--- src/hw/rtl/crcfb_pkg.sv ---
// Shared types, constants and the CRC-16/CCITT-FALSE byte update for the frame builder.
// Used by crcfb_front, crcfb_fifo, crcfb_back and crc16_frame_builder; depends on nothing.
package crcfb_pkg;

    localparam logic [15:0] CRC_INIT = 16'hFFFF;
    localparam logic [15:0] CRC_POLY = 16'h1021;

    // Command queue between the front and back parts.
    localparam int FIFO_AW    = 2;
    localparam int FIFO_DEPTH = 1 << FIFO_AW;
    localparam int FIFO_CW    = FIFO_AW + 1;

    // Step counter inside one command in the back part.
    localparam int STEP_W = 3;
    typedef logic [STEP_W-1:0] step_t;

    // Index of the last payload byte of each command kind.
    localparam step_t START_LAST_STEP = step_t'(3);
    localparam step_t DATA_LAST_STEP  = step_t'(0);

    // A start command carries {length, sequence}; a data command carries its byte in [7:0].
    typedef struct packed {
        logic        is_start;
        logic        trailer;
        logic [31:0] payload;
    } cmd_t;

    function automatic logic [15:0] crc_byte(input logic [15:0] crc, input logic [7:0] b);
        logic [15:0] c;
        c = crc ^ {b, 8'h00};
        for (int i = 0; i < 8; i++) begin
            if (c[15]) begin
                c = {c[14:0], 1'b0} ^ CRC_POLY;
            end else begin
                c = {c[14:0], 1'b0};
            end
        end
        return c;
    endfunction

endpackage

--- src/hw/rtl/crc16_frame_builder.sv ---
// Link frame builder with a CRC-16/CCITT-FALSE trailer; top level.
// Depends on crcfb_pkg, crcfb_front, crcfb_fifo and crcfb_back.
//
// A start transaction (kind 0) opens a frame and produces the 16-bit sequence number and
// the 16-bit message length, both low byte first; each data transaction (kind 1) inside a
// frame produces its byte, and after the last message byte the block appends the CRC low
// byte and then the high byte, which carries frame_end. A zero-length start produces its
// four header bytes, then the CRC; data outside a frame is dropped and a start inside a
// frame abandons it. The front part accepts one transaction per cycle while its four-entry
// command queue has room. The back part writes one result byte per cycle into the output
// register while a command waits and the output is not stalled; a data item yields one
// byte, a start four and a closing item two more; the single-byte output sets the rate.
module crc16_frame_builder (
    input  logic        aclk,
    input  logic        aresetn,
    input  logic        s_valid,
    output logic        s_ready,
    input  logic        s_kind,
    input  logic [15:0] s_msg_length,
    input  logic [7:0]  s_data_byte,
    output logic        m_valid,
    input  logic        m_ready,
    output logic [7:0]  m_out_byte,
    output logic        m_frame_end
);

    logic            push, full, pop, empty;
    crcfb_pkg::cmd_t push_cmd, head_cmd;

    crcfb_front u_front (
        .aclk         (aclk),
        .aresetn      (aresetn),
        .s_valid      (s_valid),
        .s_ready      (s_ready),
        .s_kind       (s_kind),
        .s_msg_length (s_msg_length),
        .s_data_byte  (s_data_byte),
        .push         (push),
        .push_cmd     (push_cmd),
        .full         (full)
    );

    crcfb_fifo u_fifo (
        .aclk     (aclk),
        .aresetn  (aresetn),
        .push     (push),
        .push_cmd (push_cmd),
        .full     (full),
        .pop      (pop),
        .head_cmd (head_cmd),
        .empty    (empty)
    );

    crcfb_back u_back (
        .aclk        (aclk),
        .aresetn     (aresetn),
        .head_cmd    (head_cmd),
        .empty       (empty),
        .pop         (pop),
        .m_valid     (m_valid),
        .m_ready     (m_ready),
        .m_out_byte  (m_out_byte),
        .m_frame_end (m_frame_end)
    );

endmodule

--- src/hw/rtl/crcfb_fifo.sv ---
// Small command queue that decouples the frame builder's front and back parts.
// Depends on crcfb_pkg for the command type and depth.
module crcfb_fifo (
    input  logic              aclk,
    input  logic              aresetn,
    input  logic              push,
    input  crcfb_pkg::cmd_t   push_cmd,
    output logic              full,
    input  logic              pop,
    output crcfb_pkg::cmd_t   head_cmd,
    output logic              empty
);

    crcfb_pkg::cmd_t                    entry_reg [crcfb_pkg::FIFO_DEPTH];
    logic [crcfb_pkg::FIFO_AW-1:0]      wr_ptr_reg, wr_ptr_next;
    logic [crcfb_pkg::FIFO_AW-1:0]      rd_ptr_reg, rd_ptr_next;
    logic [crcfb_pkg::FIFO_CW-1:0]      count_reg, count_next;

    assign full     = (count_reg == crcfb_pkg::FIFO_CW'(crcfb_pkg::FIFO_DEPTH));
    assign empty    = (count_reg == '0);
    assign head_cmd = entry_reg[rd_ptr_reg];

    always_comb begin
        wr_ptr_next = push ? wr_ptr_reg + crcfb_pkg::FIFO_AW'(1) : wr_ptr_reg;
        rd_ptr_next = pop  ? rd_ptr_reg + crcfb_pkg::FIFO_AW'(1) : rd_ptr_reg;
        unique case ({push, pop})
            2'b10:   count_next = count_reg + crcfb_pkg::FIFO_CW'(1);
            2'b01:   count_next = count_reg - crcfb_pkg::FIFO_CW'(1);
            default: count_next = count_reg;
        endcase
    end

    always_ff @(posedge aclk) begin
        if (!aresetn) begin
            wr_ptr_reg <= '0;
            rd_ptr_reg <= '0;
            count_reg  <= '0;
        end else begin
            wr_ptr_reg <= wr_ptr_next;
            rd_ptr_reg <= rd_ptr_next;
            count_reg  <= count_next;
        end
    end

    always_ff @(posedge aclk) begin
        if (push) begin
            entry_reg[wr_ptr_reg] <= push_cmd;
        end
    end

endmodule

--- src/hw/rtl/crcfb_front.sv ---
// Front part of the frame builder: accepts input transactions, keeps the frame bookkeeping
// and queues start or data commands. Depends on crcfb_pkg.
module crcfb_front (
    input  logic              aclk,
    input  logic              aresetn,
    input  logic              s_valid,
    output logic              s_ready,
    input  logic              s_kind,
    input  logic [15:0]       s_msg_length,
    input  logic [7:0]        s_data_byte,
    output logic              push,
    output crcfb_pkg::cmd_t   push_cmd,
    input  logic              full
);

    logic [15:0] seq_reg, seq_next;
    logic [15:0] remaining_reg, remaining_next;
    logic        open_reg, open_next;
    logic        accept;
    logic [15:0] remaining_dec;

    assign s_ready       = !full;
    assign accept        = s_valid && s_ready;
    assign remaining_dec = remaining_reg - 16'd1;

    always_comb begin
        seq_next       = seq_reg;
        remaining_next = remaining_reg;
        open_next      = open_reg;
        push           = 1'b0;
        push_cmd       = '0;
        if (accept) begin
            if (!s_kind) begin
                // A start abandons any open frame and begins a new one.
                seq_next          = seq_reg + 16'd1;
                remaining_next    = s_msg_length;
                open_next         = (s_msg_length != 16'd0);
                push              = 1'b1;
                push_cmd.is_start = 1'b1;
                push_cmd.trailer  = (s_msg_length == 16'd0);
                push_cmd.payload  = {s_msg_length, seq_reg};
            end else if (open_reg) begin
                remaining_next    = remaining_dec;
                open_next         = (remaining_dec != 16'd0);
                push              = 1'b1;
                push_cmd.is_start = 1'b0;
                push_cmd.trailer  = (remaining_dec == 16'd0);
                push_cmd.payload  = {24'd0, s_data_byte};
            end
        end
    end

    always_ff @(posedge aclk) begin
        if (!aresetn) begin
            seq_reg       <= '0;
            remaining_reg <= '0;
            open_reg      <= 1'b0;
        end else begin
            seq_reg       <= seq_next;
            remaining_reg <= remaining_next;
            open_reg      <= open_next;
        end
    end

endmodule

--- src/hw/rtl/crcfb_back.sv ---
// Back part of the frame builder: serializes queued commands into bytes, runs the CRC and
// drives the registered result channel. Depends on crcfb_pkg.
module crcfb_back (
    input  logic              aclk,
    input  logic              aresetn,
    input  crcfb_pkg::cmd_t   head_cmd,
    input  logic              empty,
    output logic              pop,
    output logic              m_valid,
    input  logic              m_ready,
    output logic [7:0]        m_out_byte,
    output logic              m_frame_end
);

    crcfb_pkg::step_t step_reg, step_next;
    logic [15:0]      crc_reg, crc_next;
    logic             m_valid_reg;
    logic [7:0]       out_byte_reg;
    logic             frame_end_reg;

    crcfb_pkg::step_t last_step;
    logic             advance, work;
    logic             in_payload, trailer_lo, trailer_hi;
    logic [7:0]       payload_byte, byte_sel;
    logic [15:0]      crc_in, crc_folded;

    assign m_valid     = m_valid_reg;
    assign m_out_byte  = out_byte_reg;
    assign m_frame_end = frame_end_reg;

    // The output register can load whenever it is empty or being drained this cycle.
    assign advance = !m_valid_reg || m_ready;
    assign work    = advance && !empty;

    always_comb begin
        last_step  = head_cmd.is_start ? crcfb_pkg::START_LAST_STEP
                                       : crcfb_pkg::DATA_LAST_STEP;
        in_payload = (step_reg <= last_step);
        trailer_lo = (step_reg == last_step + crcfb_pkg::step_t'(1));
        trailer_hi = (step_reg == last_step + crcfb_pkg::step_t'(2));

        unique case (step_reg[1:0])
            2'd0: payload_byte = head_cmd.payload[7:0];
            2'd1: payload_byte = head_cmd.payload[15:8];
            2'd2: payload_byte = head_cmd.payload[23:16];
            2'd3: payload_byte = head_cmd.payload[31:24];
        endcase

        // A start command restarts the CRC on its first header byte.
        crc_in     = (head_cmd.is_start && step_reg == '0) ? crcfb_pkg::CRC_INIT : crc_reg;
        crc_folded = crcfb_pkg::crc_byte(crc_in, payload_byte);

        priority if (in_payload) begin
            byte_sel = payload_byte;
            crc_next = crc_folded;
        end else if (trailer_lo) begin
            byte_sel = crc_reg[7:0];
            crc_next = crc_reg;
        end else begin
            byte_sel = crc_reg[15:8];
            crc_next = crcfb_pkg::CRC_INIT;
        end

        pop       = work && ((in_payload && step_reg == last_step && !head_cmd.trailer)
                             || trailer_hi);
        step_next = pop ? '0 : step_reg + crcfb_pkg::step_t'(1);
    end

    always_ff @(posedge aclk) begin
        if (!aresetn) begin
            step_reg    <= '0;
            crc_reg     <= crcfb_pkg::CRC_INIT;
            m_valid_reg <= 1'b0;
        end else if (work) begin
            step_reg    <= step_next;
            crc_reg     <= crc_next;
            m_valid_reg <= 1'b1;
        end else if (m_ready) begin
            m_valid_reg <= 1'b0;
        end
    end

    always_ff @(posedge aclk) begin
        if (work) begin
            out_byte_reg  <= byte_sel;
            frame_end_reg <= trailer_hi;
        end
    end

endmodule
--- config.mk ---
export PLATFORM = sky130hd
export DESIGN_NAME = crc16_frame_builder
export DESIGN_NICKNAME = d
export VERILOG_FILES = /design/src/hw/rtl/crcfb_pkg.sv /design/src/hw/rtl/crc16_frame_builder.sv /design/src/hw/rtl/crcfb_fifo.sv /design/src/hw/rtl/crcfb_front.sv /design/src/hw/rtl/crcfb_back.sv
export SDC_FILE = /design/constraint.sdc
export NUM_CORES = 1
export LEC_CHECK = 0
export BUFFER_PORTS_ARGS = -buffer_cell sky130_fd_sc_hd__buf_4
export CAP_MARGIN = 20
export CORE_AREA = 5 5 179 181
export CTS_CLUSTER_SIZE = 12
export DETAILED_ROUTE_END_ITERATION = 8
export DIE_AREA = 0 0 184 186
export PLACE_DENSITY = 0.56
export RECOVER_POWER = 100
export SLEW_MARGIN = 20
export SYNTH_ARGS = -nofsm -noshare
export SYNTH_HDL_FRONTEND = slang
export SYNTH_HIERARCHICAL = 1
export SYNTH_SLANG_ARGS = --single-unit
export TNS_END_PERCENT = 5
--- constraint.sdc ---
create_clock -name aclk -period 6.94 [get_ports aclk]
set_input_delay 1.388 -clock aclk [delete_from_list [all_inputs] [get_ports aclk]]
set_output_delay 1.388 -clock aclk [all_outputs]
set_load 0.005 [all_outputs]
==> impl.org <==
** Detailed routing
- The count of nets left with antenna violations once routing finished came out at 0.
- Dividing the detail-routed via count by the number of cells gives 4.95.
- Post-detailed-routing wire length :: 21000 um
- Detailed routing inserted a total of 5693 vias.
- 1st-iter DRT viols :: 334
- For this run, design rule violations remaining after detail routing come to 0.
- Drt first pass iters :: 6
- Routed len/inst :: 18.2 um

** Yosys
- By area, the combinational part of the netlist is dominated by simple AND/OR/NAND/NOR gates.
- Of the total synthesized cell area, the portion taken by full adders, half adders and majority gates is 0.0218.
- Synthesized-area fraction occupied by ao, oa, aoi and oai cells :: 0.0853
- Of the total synthesized cell area, the portion taken by XOR and XNOR cells is 0.0514.
- In this run, distinct cell masters in the synthesized netlist total 71.
- The Yosys step of the flow raised 6 warnings.
- Post-synthesis sequential area ratio :: 0.588
- In the synthesized netlist the async set-or-reset flop fraction comes to 0.
- Mapped Nets :: 752
- Mux share of post-synthesis cell area :: 0.0979
- In this run the mean area of a mapped cell was 13.5 sq um.
- Synth Instances :: 707
- Synthesis-stage register bit count :: 207
- Of the total synthesized cell area, the portion taken by AND, OR, NAND and NOR gates is 0.118.
- Synth Flop Type :: edfxtp_1
- Post-synthesis instance area :: 9520 sq um
- Number of enable flip-flop cells after synthesis :: 145

** Final layout
- Layout overhead on the synthesized area :: 13.4%
- Summing all flip-flop and latch instances after layout gives 5600 sq um.
- Multi-input combinational cell area :: 3560 sq um
- Max reg flops :: 136
- Count of inserted antenna diode cells :: 0
- Fraction of layout instances using a drive strength above 1 :: 0.160
- Filler instances :: 2997
- Post-layout util :: 0.357
- At the end of the flow, the number of nets in the layout was 783.
- Count of non-filler cells in the finished layout :: 1151

** Clocking
- After clock tree synthesis, the clock-pin slew on the worst setup and hold paths is 0.06 ns.
- For the worst-skew pair, the clock arrives at the later sink with an insertion delay of 0.52 ns.
- CTS placed an instance of clkbuf_16 at the clock tree root.
- In this run the number of H-tree levels came out at 1.
- TritonCTS built the clock tree.
- Clock sink total :: 207
- In this run, CTS created clock tree buffers numbering 23.
- The number of setup buffers added after CTS is 0.
- After clock tree synthesis, the flow added hold-fix buffers numbering 0.
- Once the clock tree was built, the resizer swapped 0 gates to a different size.
- Maximum clock insertion buffer count :: 3

** Run status
- The flow ran to the end, but the final reports show violations.
- The final reports fail on max-capacitance violations, max-slew violations.

** Setup path
- Biggest fanout along the worst timing path :: 34
- For the worst setup path, the data required time is 7.39 ns.
- The worst setup path is launched from a flip-flop.
- On the worst path, the slowest cell contributes a delay of 1.65 ns.
- STA puts the critical path data arrival time at 5.53 ns.
- Master of the slowest instance on the critical path :: clkbuf_1
- The worst setup path is of the reg -> reg kind.
- Sort of element at the end of the critical path :: flip-flop
- Cells on worst reg2reg path :: 10
- Traced cell by cell, the critical path runs through clkbuf_1, mux4_2, inv_1, ha_1, nor2b_1, o21ai_0, nand2b_1, a21oi_1, nand2b_1, o22a_1.
- Counting stages on the worst path, the most repeated cell is nand2b_1.

** Power
- Clock network fraction of design power :: 0.286
- The share of total power dissipated in sequential elements is 0.394.
- For this design the total switching power over the nets is 1.27 mW.
- Largest voltage drop on the vdd net :: 0.000170 V
- Leakage power of the design :: 3.71 nW
- Power per cell area :: 374 nW/um^2
- Internal power comes to 2.76 mW.
- The share of total power dissipated in combinational logic is 0.321.
- Of the total power, the share spent switching nets is 0.316.

** STA
- Final sum of negative setup slack :: 0 ns
- On the final layout, the worst clock skew is 0.0153 ns.
- Setup violations remaining at the end of the flow were counted as 0.
- Slew at the pin with the worst max-slew slack :: 2.36 ns
- Minimum clock period :: 5.08 ns
- Final Slew Violations :: 269
- Max Clk Rate :: 197 MHz
- Setup repair after global routing missed its margin :: false
- Dividing the final minimum period by the clock period gives 0.732.
- The count of endpoints failing hold in the final timing report is 0.
- Worst relative slew slack :: -0.573

** Global route
- The number of antenna violations at the first check in global routing is 0.
- Summed over all layers, the global routing overflow is 0.
- Entering global routing, the biggest net connects 54 pins.
- The via count of the first global-routing pass is 5740.
- The first global-routing pass estimated 33200 um of wire.
- Across every metal layer, demand over resource in global routing totals 0.122.

** Hold path
- The worst hold path was traced through 2 stages.
- The worst hold path belongs to the class reg -> reg.

** Floorplan
- Area of the die :: 34200 sq um
- Core area :: 30300 sq um
- For this design the top-level I/O count stands at 40.
- Y dimension of the die :: 186 um
- For this configuration, the core starts out at a cell density of 0.315.
- Std-Cell Rows :: 64
- From left edge to right edge, the die measures 184 um.

** Placed design
- Counting tap cells, the placed design contains a total of 1109 instances.
- Number of input and output port buffers inserted :: 39
- Post-detailed-placement half-perimeter wirelength :: 13700 um
- Routability congestion estimate from global placement :: 0.841

** Run
- The tool flagged a number of max-cap violations equal to 7.
path summary, 6_finish.rpt:
| kind | start | to | slack [ns] |
|---|---|---|---|
| setup reg to reg | flip-flop | u_back/crc_reg[14] | 1.86 |
| hold reg to reg | u_back/m_valid | u_back/m_valid | 0.49 |
| hold / removal | u_back/m_valid | u_back/m_valid | 0.49 |
| setup / recovery | flip-flop | u_back/crc_reg[14] | 1.86 |
Yosys cell counts (all sizes together), types with 15 or more instances:
cell type,n,share of area
edfxtp,145,0.46
dfxtp,62,0.13
nor2,51,0.020
and2,50,0.033
nand2,38,0.015
xnor2,35,0.039
mux4,34,0.082
inv,27,0.011
clkbuf,23,0.0091
buf,18,0.018
a21oi,17,0.0093
o21ai,16,0.0084
ha,15,0.020
cell type report:
| type | count | share of cell area |
|---|---|---|
| timing repair buffer | 47 | 0.0292 |
| multi-input combinational | 430 | 0.330 |
| clock inverter | 9 | 0.00777 |
| tap | 396 | 0.0459 |
| clock buffer | 33 | 0.0587 |
| inverter | 29 | 0.0101 |
| sequential | 207 | 0.519 |
through the flow:
step	hold slack, ns	setup slack [ns]	power, mW	instance area (sq um)
final	0.491	1.86	4.04	10800
after global routing	0.530	1.41	4.27	10800
after CTS	0.506	3.08	4.10	10800
after detailed placement	0.498	2.54	2.94	10100
after global placement	0.485	2.59	2.93	10100
after floorplan	0.473	3.37	2.65	9520
layout by cell type (no fill, tap or decap), drive strengths merged, types with 4 or more instances in the layout:
cell type and n:
mux4 34, and2 50, o221a 6, o22a 8, nand4 7, nor2b 10, clkinv 8, edfxtp 145
a21boi 8, nor4 7, a222oi 8, nand3 7, and4 4, nand2 38, o22ai 5, a22o 8
nand2b 6, a41oi 5, o21ai 16, ha 15, a21oi 17, or3 6, xor2 14, nor2 51
buf 26, inv 28, clkbuf 54, o31ai 4, nor3 6, dfxtp 62, a31oi 6, and3 4
xnor2 35, mux2i 14
cell families after synthesis:
| kind of cell | Yosys count |
|---|---|
| AND/OR/NAND/NOR | 207 |
| flip-flops | 207 |
| AO/OA/AOI/OAI | 109 |
| buffers and inverters | 70 |
| XOR/XNOR | 49 |
| multiplexers | 49 |
| adder cells (fa/ha/maj) | 16 |
worst max-delay path, delay by kind of cell (launching register included):
kind                     cells  cell delay [ns]
AO/OA/AOI/OAI                3             1.07
flip-flops                   1             0.30
AND/OR/NAND/NOR              3             0.98
buffers and inverters        2             1.73
adder cells (fa/ha/maj)      1             0.35
multiplexers                 1             0.59
routing by layer:
layer | wire (um) | global-route usage | vias up
met5 | 0 | 0 | -
met4 | 314 | 0.0195 | 0
met3 | 1050 | 0.0250 | 29
met2 | 10000 | 0.204 | 145
met1 | 9580 | 0.169 | 2809
li1 | - | - | 2710
power by group through the flow:
| stage | combinational, mW | sequential, mW | clock, mW |
|---|---|---|---|
| 2_1_floorplan | 1.06 | 1.59 | 0 |
| 3_3_place_gp | 1.32 | 1.61 | 0 |
| 3_5_place_dp | 1.33 | 1.61 | 0 |
| 4_1_cts | 1.33 | 1.59 | 1.19 |
| 5_1_grt | 1.43 | 1.60 | 1.24 |
| 6_report | 1.29 | 1.59 | 1.15 |
No activity file was read; power rests on OpenSTA's default activity.
